--- config.mk ---
export PLATFORM = sky130hd
export DESIGN_NAME = qmlp_out
export DESIGN_NICKNAME = d
export VERILOG_FILES = /design/src/sv/qmlp_pkg.sv /design/src/sv/qmlp_out.sv
export VERILOG_INCLUDE_DIRS = /design/src /design/src/sv
export SDC_FILE = /design/constraint.sdc
export NUM_CORES = 1
export LEC_CHECK = 0
export BUFFER_PORTS_ARGS = -buffer_cell sky130_fd_sc_hd__buf_2
export CAP_MARGIN = 0
export CORE_MARGIN = 2
export CORE_UTILIZATION = 54
export DETAILED_ROUTE_END_ITERATION = 8
export GPL_TIMING_DRIVEN = 0
export PLACE_DENSITY = 0.72
export SLEW_MARGIN = 20
export SYNTH_ARGS = -nofsm -noshare
export SYNTH_HDL_FRONTEND = slang
export SYNTH_SLANG_ARGS = --single-unit
--- constraint.sdc ---
create_clock -name clk -period 7.4 [get_ports clk]
set_input_delay 0.74 -clock clk [delete_from_list [all_inputs] [get_ports clk]]
set_output_delay 0.74 -clock clk [all_outputs]
set_load 0.02 [all_outputs]
--- src/sv/quantized_mlp_evaluator_unit_macros.svh ---
// assertion macros shared by the evaluator modules
// each one expects clk and rst_n in the scope of its use
`ifndef QUANTIZED_MLP_EVALUATOR_UNIT_MACROS_SVH
`define QUANTIZED_MLP_EVALUATOR_UNIT_MACROS_SVH

`ifndef SYNTHESIS

// same-cycle implication
`define QMLP_ASSERT_IMP(label, ante, cons) \
    label: assert property (@(posedge clk) disable iff (!rst_n) (ante) |-> (cons)) \
        else $error("qmlp assertion failed");

// next-cycle implication
`define QMLP_ASSERT_NXT(label, ante, cons) \
    label: assert property (@(posedge clk) disable iff (!rst_n) (ante) |=> (cons)) \
        else $error("qmlp assertion failed");

`else

`define QMLP_ASSERT_IMP(label, ante, cons)

`define QMLP_ASSERT_NXT(label, ante, cons)

`endif

`endif

--- src/sv/qmlp_pkg.sv ---
package qmlp_pkg;

    // activation value, 0..127
    typedef logic [6:0] act_t;

    // sideband that travels with each word through the pipeline
    typedef struct packed {
        logic        eval;
        logic        side;
        logic        ours;
        logic [7:0]  addr;
        logic [15:0] value;
    } ctl_t;

    localparam act_t        ACT_MAX            = 7'd127;
    localparam int          HIDDEN_SHIFT       = 6;
    localparam logic [15:0] PERSPECTIVE_OFFSET = 16'd4096;

    // clip an int16 accumulator to 0..127
    function automatic act_t clip_input(input logic [15:0] v);
        if (v[15])
        begin
            return '0;
        end
        else if (v > 16'(ACT_MAX))
        begin
            return ACT_MAX;
        end
        else
        begin
            return v[6:0];
        end
    endfunction

    // arithmetic shift, relu, saturate to 0..127
    function automatic act_t activate(input logic [15:0] v);
        logic [15:0] sh;
        sh = 16'($signed(v) >>> HIDDEN_SHIFT);
        if (v[15])
        begin
            return '0;
        end
        else if (sh > 16'(ACT_MAX))
        begin
            return ACT_MAX;
        end
        else
        begin
            return sh[6:0];
        end
    endfunction

    // unsigned activation times int8 weight, kept mod 2^16
    function automatic logic [15:0] mul_act_weight(input act_t x, input logic [7:0] w);
        return 16'($signed({9'b0, x}) * $signed({{8{w[7]}}, w}));
    endfunction

endpackage

--- src/sv/qmlp_out.sv ---
`include "quantized_mlp_evaluator_unit_macros.svh"

module qmlp_out #(
    parameter int N_IN   = 4,
    parameter int W_BASE = 160,
    parameter int B_BASE = 176
) (
    input  logic             clk,
    input  logic             rst_n,
    input  logic             in_valid,
    output logic             in_ready,
    input  qmlp_pkg::ctl_t   in_ctl,
    input  qmlp_pkg::act_t   in_act [N_IN],
    output logic             out_valid,
    input  logic             out_ready,
    output logic [15:0]      score
);

    logic [7:0]      w_reg [N_IN];
    logic [15:0]     bias_reg;

    logic            a_valid_reg, a_valid_next;
    qmlp_pkg::ctl_t  a_ctl_reg;
    logic [15:0]     a_prod_reg [N_IN];
    logic [15:0]     a_prod_next [N_IN];

    logic            b_valid_reg, b_valid_next;
    logic [15:0]     score_reg, score_next;

    logic            a_take, b_take, in_fire, bias_wr;

    assign b_take   = !b_valid_reg || out_ready;
    assign a_take   = !a_valid_reg || b_take;
    assign in_ready = a_take;
    assign in_fire  = in_valid && a_take;
    assign bias_wr  = a_valid_reg && b_take && !a_ctl_reg.eval;

    always_comb
    begin
        for (int k = 0; k < N_IN; k++)
        begin
            a_prod_next[k] = qmlp_pkg::mul_act_weight(in_act[k], w_reg[k]);
        end
    end

    // dot product plus bias, then flip to the engine's side if needed
    always_comb
    begin
        logic [15:0] acc;
        acc = bias_reg;
        for (int k = 0; k < N_IN; k++)
        begin
            acc = acc + a_prod_reg[k];
        end
        score_next = a_ctl_reg.ours ? acc : 16'(qmlp_pkg::PERSPECTIVE_OFFSET - acc);
    end

    assign a_valid_next = a_take ? in_valid : a_valid_reg;
    // write words end here and never reach the output
    assign b_valid_next = b_take ? (a_valid_reg && a_ctl_reg.eval) : b_valid_reg;

    always_ff @(posedge clk or negedge rst_n)
    begin
        if (!rst_n)
        begin
            a_valid_reg <= 1'b0;
            b_valid_reg <= 1'b0;
        end
        else
        begin
            a_valid_reg <= a_valid_next;
            b_valid_reg <= b_valid_next;
        end
    end

    always_ff @(posedge clk)
    begin
        if (in_fire)
        begin
            a_ctl_reg  <= in_ctl;
            a_prod_reg <= a_prod_next;
        end
        if (a_valid_reg && b_take)
        begin
            score_reg <= score_next;
        end
    end

    always_ff @(posedge clk)
    begin
        for (int k = 0; k < N_IN; k++)
        begin
            if (in_fire && !in_ctl.eval && int'(in_ctl.addr) == W_BASE + k)
            begin
                w_reg[k] <= in_ctl.value[7:0];
            end
        end
        if (bias_wr && int'(a_ctl_reg.addr) == B_BASE)
        begin
            bias_reg <= a_ctl_reg.value;
        end
    end

    assign out_valid = b_valid_reg;
    assign score     = score_reg;

    `QMLP_ASSERT_NXT(wr_drop_chk, a_valid_reg && !a_ctl_reg.eval && b_take, !b_valid_reg)
    `QMLP_ASSERT_NXT(ev_pass_chk, a_valid_reg && a_ctl_reg.eval && b_take, b_valid_reg)
    `QMLP_ASSERT_NXT(a_hold_chk, a_valid_reg && !b_take, a_valid_reg && $stable(a_ctl_reg))

endmodule

==> reports/results.txt, run 1 <==
Final worst path period share - 64.3%
Post-synth EDFFs - 154
Slew headroom - 39.7%
Final Worst Setup Slack - 2.64 ns
Critical-path maximum fanout - 7
Initial DRC Count - 605
Nets - 1911
Post-DP HPWL - 23.4 mm
Num ports - 77
RePlAce Congestion - 0.860
Peak supply drop - 0.507 mV
Post-synthesis net count - 1811
Initial antenna violation count - 0
Fmax - 0.210 GHz
RSZ-0062 raised after global routing - false
TritonRoute pass-1 iters - 5
Die X-Extent - 171 um
Fin Setup TNS - 0 ns
Postcts setup bufs - 0
Die height - 171 um
Ys async rst share - 1.28%
Core area - 27100 sq um
Worst r2r path cells - 16
Placed Cells incl. Taps - 1848
Crit path required time - 7.56 ns
Synth unique cells - 54
Cell taking the most area after synthesis - edfxtp_1
I/O Buffers - 75
GR Overflow Total - 0
Main synth FF type - edfxtp_1
Largest net degree at the start of global routing - 53
Hold Buf Count CTS - 0
Layout cells sized above 1 - 8.55%
Most used cell, CP - fa_1
Clock Sinks - 156
Worst-path clk slew - 0.07 ns
Vias in the first global route - 10000
Maximum clock insertion buffer count - 2
Area Overhead vs Synth - 9.78%
CP endpoint kind - register
Sequential share of the synthesized area - 31.2%
Area share of the largest cell type after synthesis - 30.9%
Fill count - 2225
Status - completed
Final cell area excluding filler cells - 16400 sq um
Final ANT Viol Nets - 0
Root Buffer Master - clkbuf_16
Most frequent cells in the layout - inv_1, ha_1, fa_1, edfxtp_1, and2_1
Leak pwr - 7.95 nW
Mapped Area - 15000 sq um
First-pass GRT wire length - 48.6 mm
Final count of pins violating max slew - 0
Die area - 29100 sq um
CTS resizes - 0
Num rows - 60
Setup skew after layout - 0.0107 ns
Final setup viols - 0
Setup slack at placement - 2.26 ns
All-Layer GR Usage - 21.5%
Hold WS - 0.0810 ns
Worst hold-check path type - in2async
Worst-case register-to-register setup slack - 2.64 ns
Reg-to-Reg End - a_prod_reg[46]
Worst-path cell chain - and2_1, fa_1, inv_1, fa_1, fa_1, fa_1, inv_1, ha_1, nor2b_1, o21ai_0, a21boi_0, o21ai_0, a21oi_1, o21ai_0, mux2i_1, nand2_1
Final Hold Vio Count - 0
Total detailed-routing wirelength - 28.9 mm
Register bit total from synthesis - 156
CTS buffer count - 17
Largest register FFs - 64
Most common cell after layout, fill and taps aside - inv_1
Layout Cells excl Fill - 1880
Initial Util - 55.2%
Max Cap Viol - 0
H-tree depth reported by CTS - 4
CTS tree - yes
Tightest Pin Transition - 0.901 ns
Skew-Pair Late Insertion Delay - 0.43 ns
Min Tclk post-route - 4.76 ns
Yosys warning count - 0
Mapped Cells - 1395
Slowest CP cell - fa_1
WL/cell - 15.4 um
Post-DR vias/cell - 5.06
Register area - 4670 sq um
DR vias - 9508
Crit path DAT - 4.92 ns
Critical R2R Launch - w_reg[1][2]
Drt drc - 0
Worst stage delay on the critical path - 0.52 ns
Antenna fix cells - 0
Kind of start point of the critical path - register
Syn Area/Cell - 10.7 sq um
Worst setup path category - reg2reg
PwrDens - 352 nW/um^2
Dpl cell area - 15900 sq um
Multi-input logic area - 9030 sq um
Synth top area cells - edfxtp_1, fa_1, ha_1
layout make-up:
| cell class | count | share of cell area (%) |
|---|---|---|
| multi-input cells | 898 | 55.0 |
| repair buffers | 81 | 2.61 |
| inverters | 340 | 7.76 |
| clock inverters | 13 | 0.655 |
| clock buffers | 19 | 2.69 |
| plain buffers | 1 | 0.0305 |
| flip-flops and latches | 156 | 28.4 |
| well taps | 372 | 2.83 |
critical path, delay by kind of cell (launching register included):
kind | cells | cell delay (ns)
multiplexers | 1 | 0.22
AND/OR/NAND/NOR | 3 | 0.47
AO/OA/AOI/OAI | 5 | 1.01
buffers and inverters | 2 | 0.12
flip-flops | 1 | 0.51
adder cells (fa/ha/maj) | 5 | 2.17
stage by stage:
| step | util, % | total power, W |
|---|---|---|
| after floorplan | - | 0.00423 |
| after global placement | 58.3 | 0.00484 |
| after detailed placement | 58.6 | 0.00494 |
| after CTS | 60.6 | 0.00579 |
| after global routing | 60.6 | 0.00633 |
| final | 60.6 | 0.00578 |
how the worst max path moves through the flow:
stage	cells past startpoint	end	start	slack (ns)
after floorplan	4	w_reg[1][0]	out_ready	2.70
after global placement	5	w_reg[1][7]	out_ready	0.69
after detailed placement	17	a_prod_reg[46]	in_act[17]	2.26
after CTS	16	a_prod_reg[46]	w_reg[1][2]	2.59
after global routing	16	a_prod_reg[46]	w_reg[1][2]	2.32
final	16	a_prod_reg[46]	w_reg[1][2]	2.64
routing by layer:
metal  vias up  share of wire [%]  GRT usage [%]
li1       4629                  -              -
met1      4648                 45           28.6
met2       197                 49           37.4
met3        34                4.3           3.28
met4         0                1.9           5.28
met5         -                  0              0
cells in the mapped netlist (all sizes together) (4+ instances only):
master / number
a21boi: 4
o21bai: 6
fa: 168
ha: 189
nor2: 37
or2: 4
nand3: 7
inv: 340
nor2b: 21
a21oi: 31
nor4b: 4
a211oi: 5
a21o: 9
o21a: 5
o21ai: 30
nand2b: 22
xor2: 19
and2: 142
nor3: 18
edfxtp: 154
xnor2: 49
nand2: 89
cell families after synthesis:
logic type      share of synthesized area (%)
simple gates                             13.1
fa+ha+maj                                38.3
buf+inv                                  8.56
flops                                    31.2
compound gates                           4.60
xor+xnor                                 4.03
mux                                     0.276
report_power, final:
group	leakage (nW)	internal [W]	total (W)	switching, W
registers	1.48	0.00131	0.00136	0.0000503
logic	6.21	0.00156	0.00359	0.00203
clock network	0.259	0.000445	0.000825	0.000380
(Power assumes the default switching activity.)
==> run 2: changes to the inputs <==
PLACE_DENSITY = 0.74   (was 0.72)
clock period = 3.9 ns   (was 7.4 ns; I/O delays follow)
==> run 2 against run 1 <==
The run now ends with negative setup slack left. Final area rose by 11%. Combinational power rose to 2.6 times the previous value. Flip-flop and latch count did not move. Total power rose by 130%. Clock skew rose by 0.0020 ns. Clock power rose by 110%.
==> reports/results.txt, run 2 (same netlist as run 1, synthesis figures left out) <==
RePlAce Congestion - 0.854
PwrDens - 743 nW/um^2
H-tree depth reported by CTS - 4
Max Cap Viol - 0
Clock Sinks - 156
Fin Setup TNS - -7.98 ns
TritonRoute pass-1 iters - 6
Total detailed-routing wirelength - 33.6 mm
Critical-path maximum fanout - 3
Post-DR vias/cell - 5.25
Tot Pwr - 0.0136 W
Final count of pins violating max slew - 0
All-Layer GR Usage - 23.9%
Register area - 4670 sq um
Status - complete, but fails checks
CP endpoint kind - register
Critical R2R Launch - a_prod_reg[18]
Peak supply drop - 1.06 mV
Violated checks - negative setup slack
Skew-Pair Late Insertion Delay - 0.45 ns
Crit path required time - 4.09 ns
WL/cell - 17.0 um
Final Worst Setup Slack - -0.405 ns
Most common cell after layout, fill and taps aside - inv_1
Initial Util - 55.2%
Multi-input logic area - 10000 sq um
Final setup viols - 34
First-pass GRT wire length - 53.6 mm
CTS tree - yes
Vias in the first global route - 10900
Final Hold Vio Count - 0
Nets - 2008
Num rows - 60
Maximum clock insertion buffer count - 2
Core area - 27100 sq um
Kind of start point of the critical path - register
Num ports - 77
Initial antenna violation count - 0
Most frequent cells in the layout - inv_1, ha_1, edfxtp_1, fa_1, and2_1
Antenna fix cells - 0
Final Core Density - 67.4%
Leak pwr - 8.66 nW
GR Overflow Total - 0
I/O Buffers - 75
Crit path DAT - 4.50 ns
Die area - 29100 sq um
Worst setup path category - reg2reg
DR vias - 10400
Min Tclk post-route - 4.31 ns
Fill count - 1912
Drt drc - 0
Layout cells sized above 1 - 27.7%
Post-DP HPWL - 23.5 mm
Die X-Extent - 171 um
Initial DRC Count - 614
CTS buffer count - 17
Worst-path clk slew - 0.08 ns
Tightest Pin Transition - 0.845 ns
CP startpoint - a_prod_reg[18]
Largest net degree at the start of global routing - 51
Fmax - 0.232 GHz
Final worst path period share - 110%
Final ANT Viol Nets - 0
Die height - 171 um
Worst hold-check path type - in2reg
RSZ-0062 raised after global routing - true
Slew headroom - 43.5%
Setup skew after layout - 0.0127 ns
Area Overhead vs Synth - 22.1%
Worst hold path startpoint - in_ctl[12]
Largest register FFs - 64
Root Buffer Master - clkbuf_16
-- run 2: area by class of cell --
cell class                 count  area share (%)
multi-input combinational    898            54.8
buffer                         1          0.0274
clock buffer                  17            2.33
inverter                     340            6.98
clock inverter                15            1.07
timing repair buffer         178            6.69
tap                          372            2.55
sequential                   156            25.6
-- run 2: timing repair --
item                                    in CTS  in global routing
resized for setup                          117                 99
hold endpoints to repair                     2                  0
setup buffers                               69                 45
endpoints found under the setup margin      34                 44
hold buffers                                 1                  0
pin swaps                                  108                 94
-- run 2: final timing paths --
kind	to	slack, ns	depth (start not counted)
max	score[14]	-0.41	16
min	a_ctl_reg[12]	0.11	1
max reg2reg	score[14]	-0.41	16
min reg2reg	bias_reg[13]	0.42	0
max in group asynchronous	out_valid	3.55	2
min in group asynchronous	a_valid_reg	0.26	2
-- run 2: report_power, final --
part           leakage, nW  total (W)  internal (W)  switching [W]
sequential            1.48    0.00258       0.00248       0.000100
combinational         6.88    0.00929       0.00435        0.00494
clock                0.299    0.00171      0.000873       0.000838
-- run 2: metrics by stage --
stage	std cells	setup WS [ns]	instance area [sq um]	hold slack, ns
3_3_place_gp	1842	-0.780	16100	0.175
2_1_floorplan	1395	-0.181	15200	0.0944
6_report	1977	-0.405	18300	0.113
5_1_grt	1977	-0.565	18300	0.104
3_5_place_dp	1848	-0.535	16100	0.177
4_1_cts	1950	-0.370	17700	0.102
-- run 2: metal layers --
layer  wire, um  GRT usage, %
met1      13900          30.3
met2      16700          40.5
met3       1570          3.56
met4       1360          10.9
met5          0             0
-- run 2: critical path: stages (launching register included) --
cell	delay (ns)
edfxtp_1	0.38
inv_2	0.05
fa_1	0.49
inv_1	0.05
fa_1	0.51
inv_2	0.04
fa_1	0.49
inv_2	0.06
fa_2	0.42
a211oi_4	0.29
o21ai_2	0.14
a21oi_2	0.20
xnor2_2	0.11
nor4b_4	0.33
and4_4	0.27
o31ai_2	0.08
xnor2_1	0.14
==> run 3: changes to the inputs <==
ABC_AREA = 1   (was not set)
CTS_BUF_LIST = sky130_fd_sc_hd__clkbuf_8   (was not set)
==> run 3 against run 2 <==
The flow still finishes with violations (negative setup slack). Sequential share of layout area down 0.47 points. First-iteration DRC count is 39% higher. Largest cell class unchanged. Core utilization is 2.2 points lower. Die area up 4.1%. Sequential power down 3%. Critical endpoint is now a_prod_reg[62]. Clock power down 31%. Global-route usage fell by 0.38 points. Worst hold slack worse by 0.0083 ns. Routed wire length grew 6.6%. Flip-flop and latch count did not move. Setup slack gained 0.077 ns. Total power is 4.6% lower.
==> reports/results.txt, run 3 <==
Clock Sinks - 156
Setup skew after layout - 0.0156 ns
Core area - 28500 sq um
Layout cells sized above 1 - 22.1%
Synth unique cells - 37
Drt drc - 0
WL/cell - 15.7 um
Hold WS - 0.105 ns
Cell taking the most area after synthesis - edfxtp_1
Final setup viols - 26
Synth top area cells - edfxtp_1, fa_1, ha_1
Final cell area excluding filler cells - 18600 sq um
CP startpoint - w_reg[0][7]
Register bit total from synthesis - 156
Main synth FF type - edfxtp_1
Worst setup path category - reg2reg
Root Buffer Master - clkbuf_8
CTS buffer count - 17
I/O Buffers - 47
CP endpoint kind - register
Post-DP HPWL - 25.9 mm
Peak supply drop - 0.908 mV
Worst hold-check path type - in2reg
Post-synth EDFFs - 154
Mapped Area - 15600 sq um
Num rows - 62
Count leader, synth - inv_1
RSZ-0062 raised after global routing - true
Sequential share of the synthesized area - 30.0%
Max Cap Viol - 0
Slew headroom - 33.8%
Min Tclk post-route - 4.23 ns
Post-synthesis net count - 2128
DR vias - 11400
GR Overflow Total - 0
Largest register FFs - 64
All-Layer GR Usage - 23.5%
Final Hold Vio Count - 0
Most common cell after layout, fill and taps aside - inv_1
Fmax - 0.237 GHz
TritonRoute pass-1 iters - 5
Fill count - 2182
Critical R2R Launch - w_reg[0][7]
Leak pwr - 9.91 nW
Die area - 30300 sq um
Skew-Pair Late Insertion Delay - 0.46 ns
PwrDens - 696 nW/um^2
Violated checks - negative setup slack
Worst-path clk slew - 0.10 ns
Kind of start point of the critical path - register
Commonest cells in the netlist - inv_1, nand2_1, ha_1
Ys async rst share - 1.28%
Final count of pins violating max slew - 0
Dpl cell area - 16500 sq um
Most frequent cells in the layout - inv_1, nand2_1, ha_1, fa_1, edfxtp_1
Tightest Pin Transition - 0.989 ns
CTS tree - yes
Initial antenna violation count - 0
Largest net degree at the start of global routing - 48
Crit path required time - 4.09 ns
Vias in the first global route - 11800
Crit path DAT - 4.42 ns
RePlAce Congestion - 0.873
Maximum clock insertion buffer count - 2
H-tree depth reported by CTS - 4
Die X-Extent - 174 um
Final worst path period share - 108%
Num ports - 77
Mapped Cells - 1712
Yosys warning count - 0
First-pass GRT wire length - 56.4 mm
Final ANT Viol Nets - 0
Total detailed-routing wirelength - 35.8 mm
Reg-to-Reg End - a_prod_reg[62]
Critical-path maximum fanout - 4
Final Worst Setup Slack - -0.328 ns
Worst r2r path cells - 15
Nets - 2297
Area Overhead vs Synth - 19.3%
Initial DRC Count - 856
End point of the critical path - a_prod_reg[62]
Syn Area/Cell - 9.12 sq um
Post-DR vias/cell - 5.02
Antenna fix cells - 0
Initial Util - 54.7%
Status - complete, but fails checks
Area share of the largest cell type after synthesis - 29.6%
Die height - 174 um
Worst-case register-to-register setup slack - -0.33 ns
-- run 3: cell type report --
cell class | instances | area (sq um) | area share [%]
tap | 384 | 480 | 2.58
buffer | 30 | 138 | 0.739
multi-input combinational | 1007 | 9920 | 53.3
timing repair buffer | 150 | 1080 | 5.79
clock inverter | 15 | 140 | 0.753
sequential | 156 | 4670 | 25.1
clock buffer | 17 | 234 | 1.26
inverter | 519 | 1950 | 10.5
-- run 3: worst max-delay path: stages, from the launching register on --
cell	delay (ns)
edfxtp_1	0.40
inv_2	0.08
or2_4	0.23
fa_1	0.47
fa_1	0.49
inv_1	0.05
fa_1	0.48
inv_1	0.05
fa_1	0.49
inv_2	0.05
ha_4	0.24
a21oi_4	0.20
nor2_1	0.07
o21ai_1	0.25
o211ai_1	0.22
xor2_1	0.20
-- run 3: per-stage QoR --
| stage | worst slack [ns] | instances | util (%) | TNS, ns | total power, W |
|---|---|---|---|---|---|
| final | -0.328 | 2278 | 65.2 | -3.05 | 0.0130 |
| after global routing | -0.383 | 2278 | 65.2 | -6.71 | 0.0141 |
| after CTS | -0.146 | 2239 | 62.1 | -1.32 | 0.0118 |
| after detailed placement | -0.433 | 2147 | 57.9 | -8.84 | 0.0102 |
| after global placement | -1.50 | 2143 | 57.7 | -57.20 | 0.00992 |
| after floorplan | -0.112 | 1712 | - | -0.221 | 0.00863 |
-- run 3: kinds of logic (layout without fill, tap and decap cells) --
family,after synthesis,count (layout),synth area share (%)
compound gates,95,95,3.46
buf+inv,549,731,13.3
xor+xnor,58,58,3.26
fa+ha+maj,357,357,36.7
flops,156,156,30.0
simple gates,497,497,13.4
-- run 3: timing repair --
item | CTS | global route
pin swaps | 52 | 100
hold endpoints to repair | 2 | 0
resized for setup | 98 | 138
hold buffers | 1 | 0
buffers inserted | 60 | 40
setup endpoints to repair | 37 | 38
-- run 3: power breakdown --
group / switching (W) / total (W) / internal, W / leakage (nW)
Sequential: 0.0000933 / 0.00250 / 0.00240 / 1.49
Clock: 0.000670 / 0.00118 / 0.000514 / 0.186
Combinational: 0.00567 / 0.00927 / 0.00361 / 8.24
Total: 0.00643 / 0.0130 / 0.00653 / 9.91
-- run 3: how the worst min path moves through the flow --
| stage | from | end | cells after the start | slack, ns |
|---|---|---|---|---|
| after floorplan | rst_n | a_valid_reg | 0 | 0.09 |
| after global placement | rst_n | out_valid | 1 | 0.17 |
| after detailed placement | rst_n | a_valid_reg | 1 | 0.18 |
| after CTS | in_ctl[9] | a_ctl_reg[9] | 1 | 0.08 |
| after global routing | in_ctl[11] | a_ctl_reg[11] | 1 | 0.08 |
| final | in_ctl[9] | a_ctl_reg[9] | 1 | 0.11 |
-- run 3: per-layer routing --
layer / up-vias / global-route usage (%) / part of all wire, %
met1: 5552 / 29.7 / 40
met5: - / 0 / 0
met4: 0 / 7.25 / 3.1
met3: 83 / 3.85 / 5.0
met2: 305 / 41.5 / 51
li1: 5491 / - / -
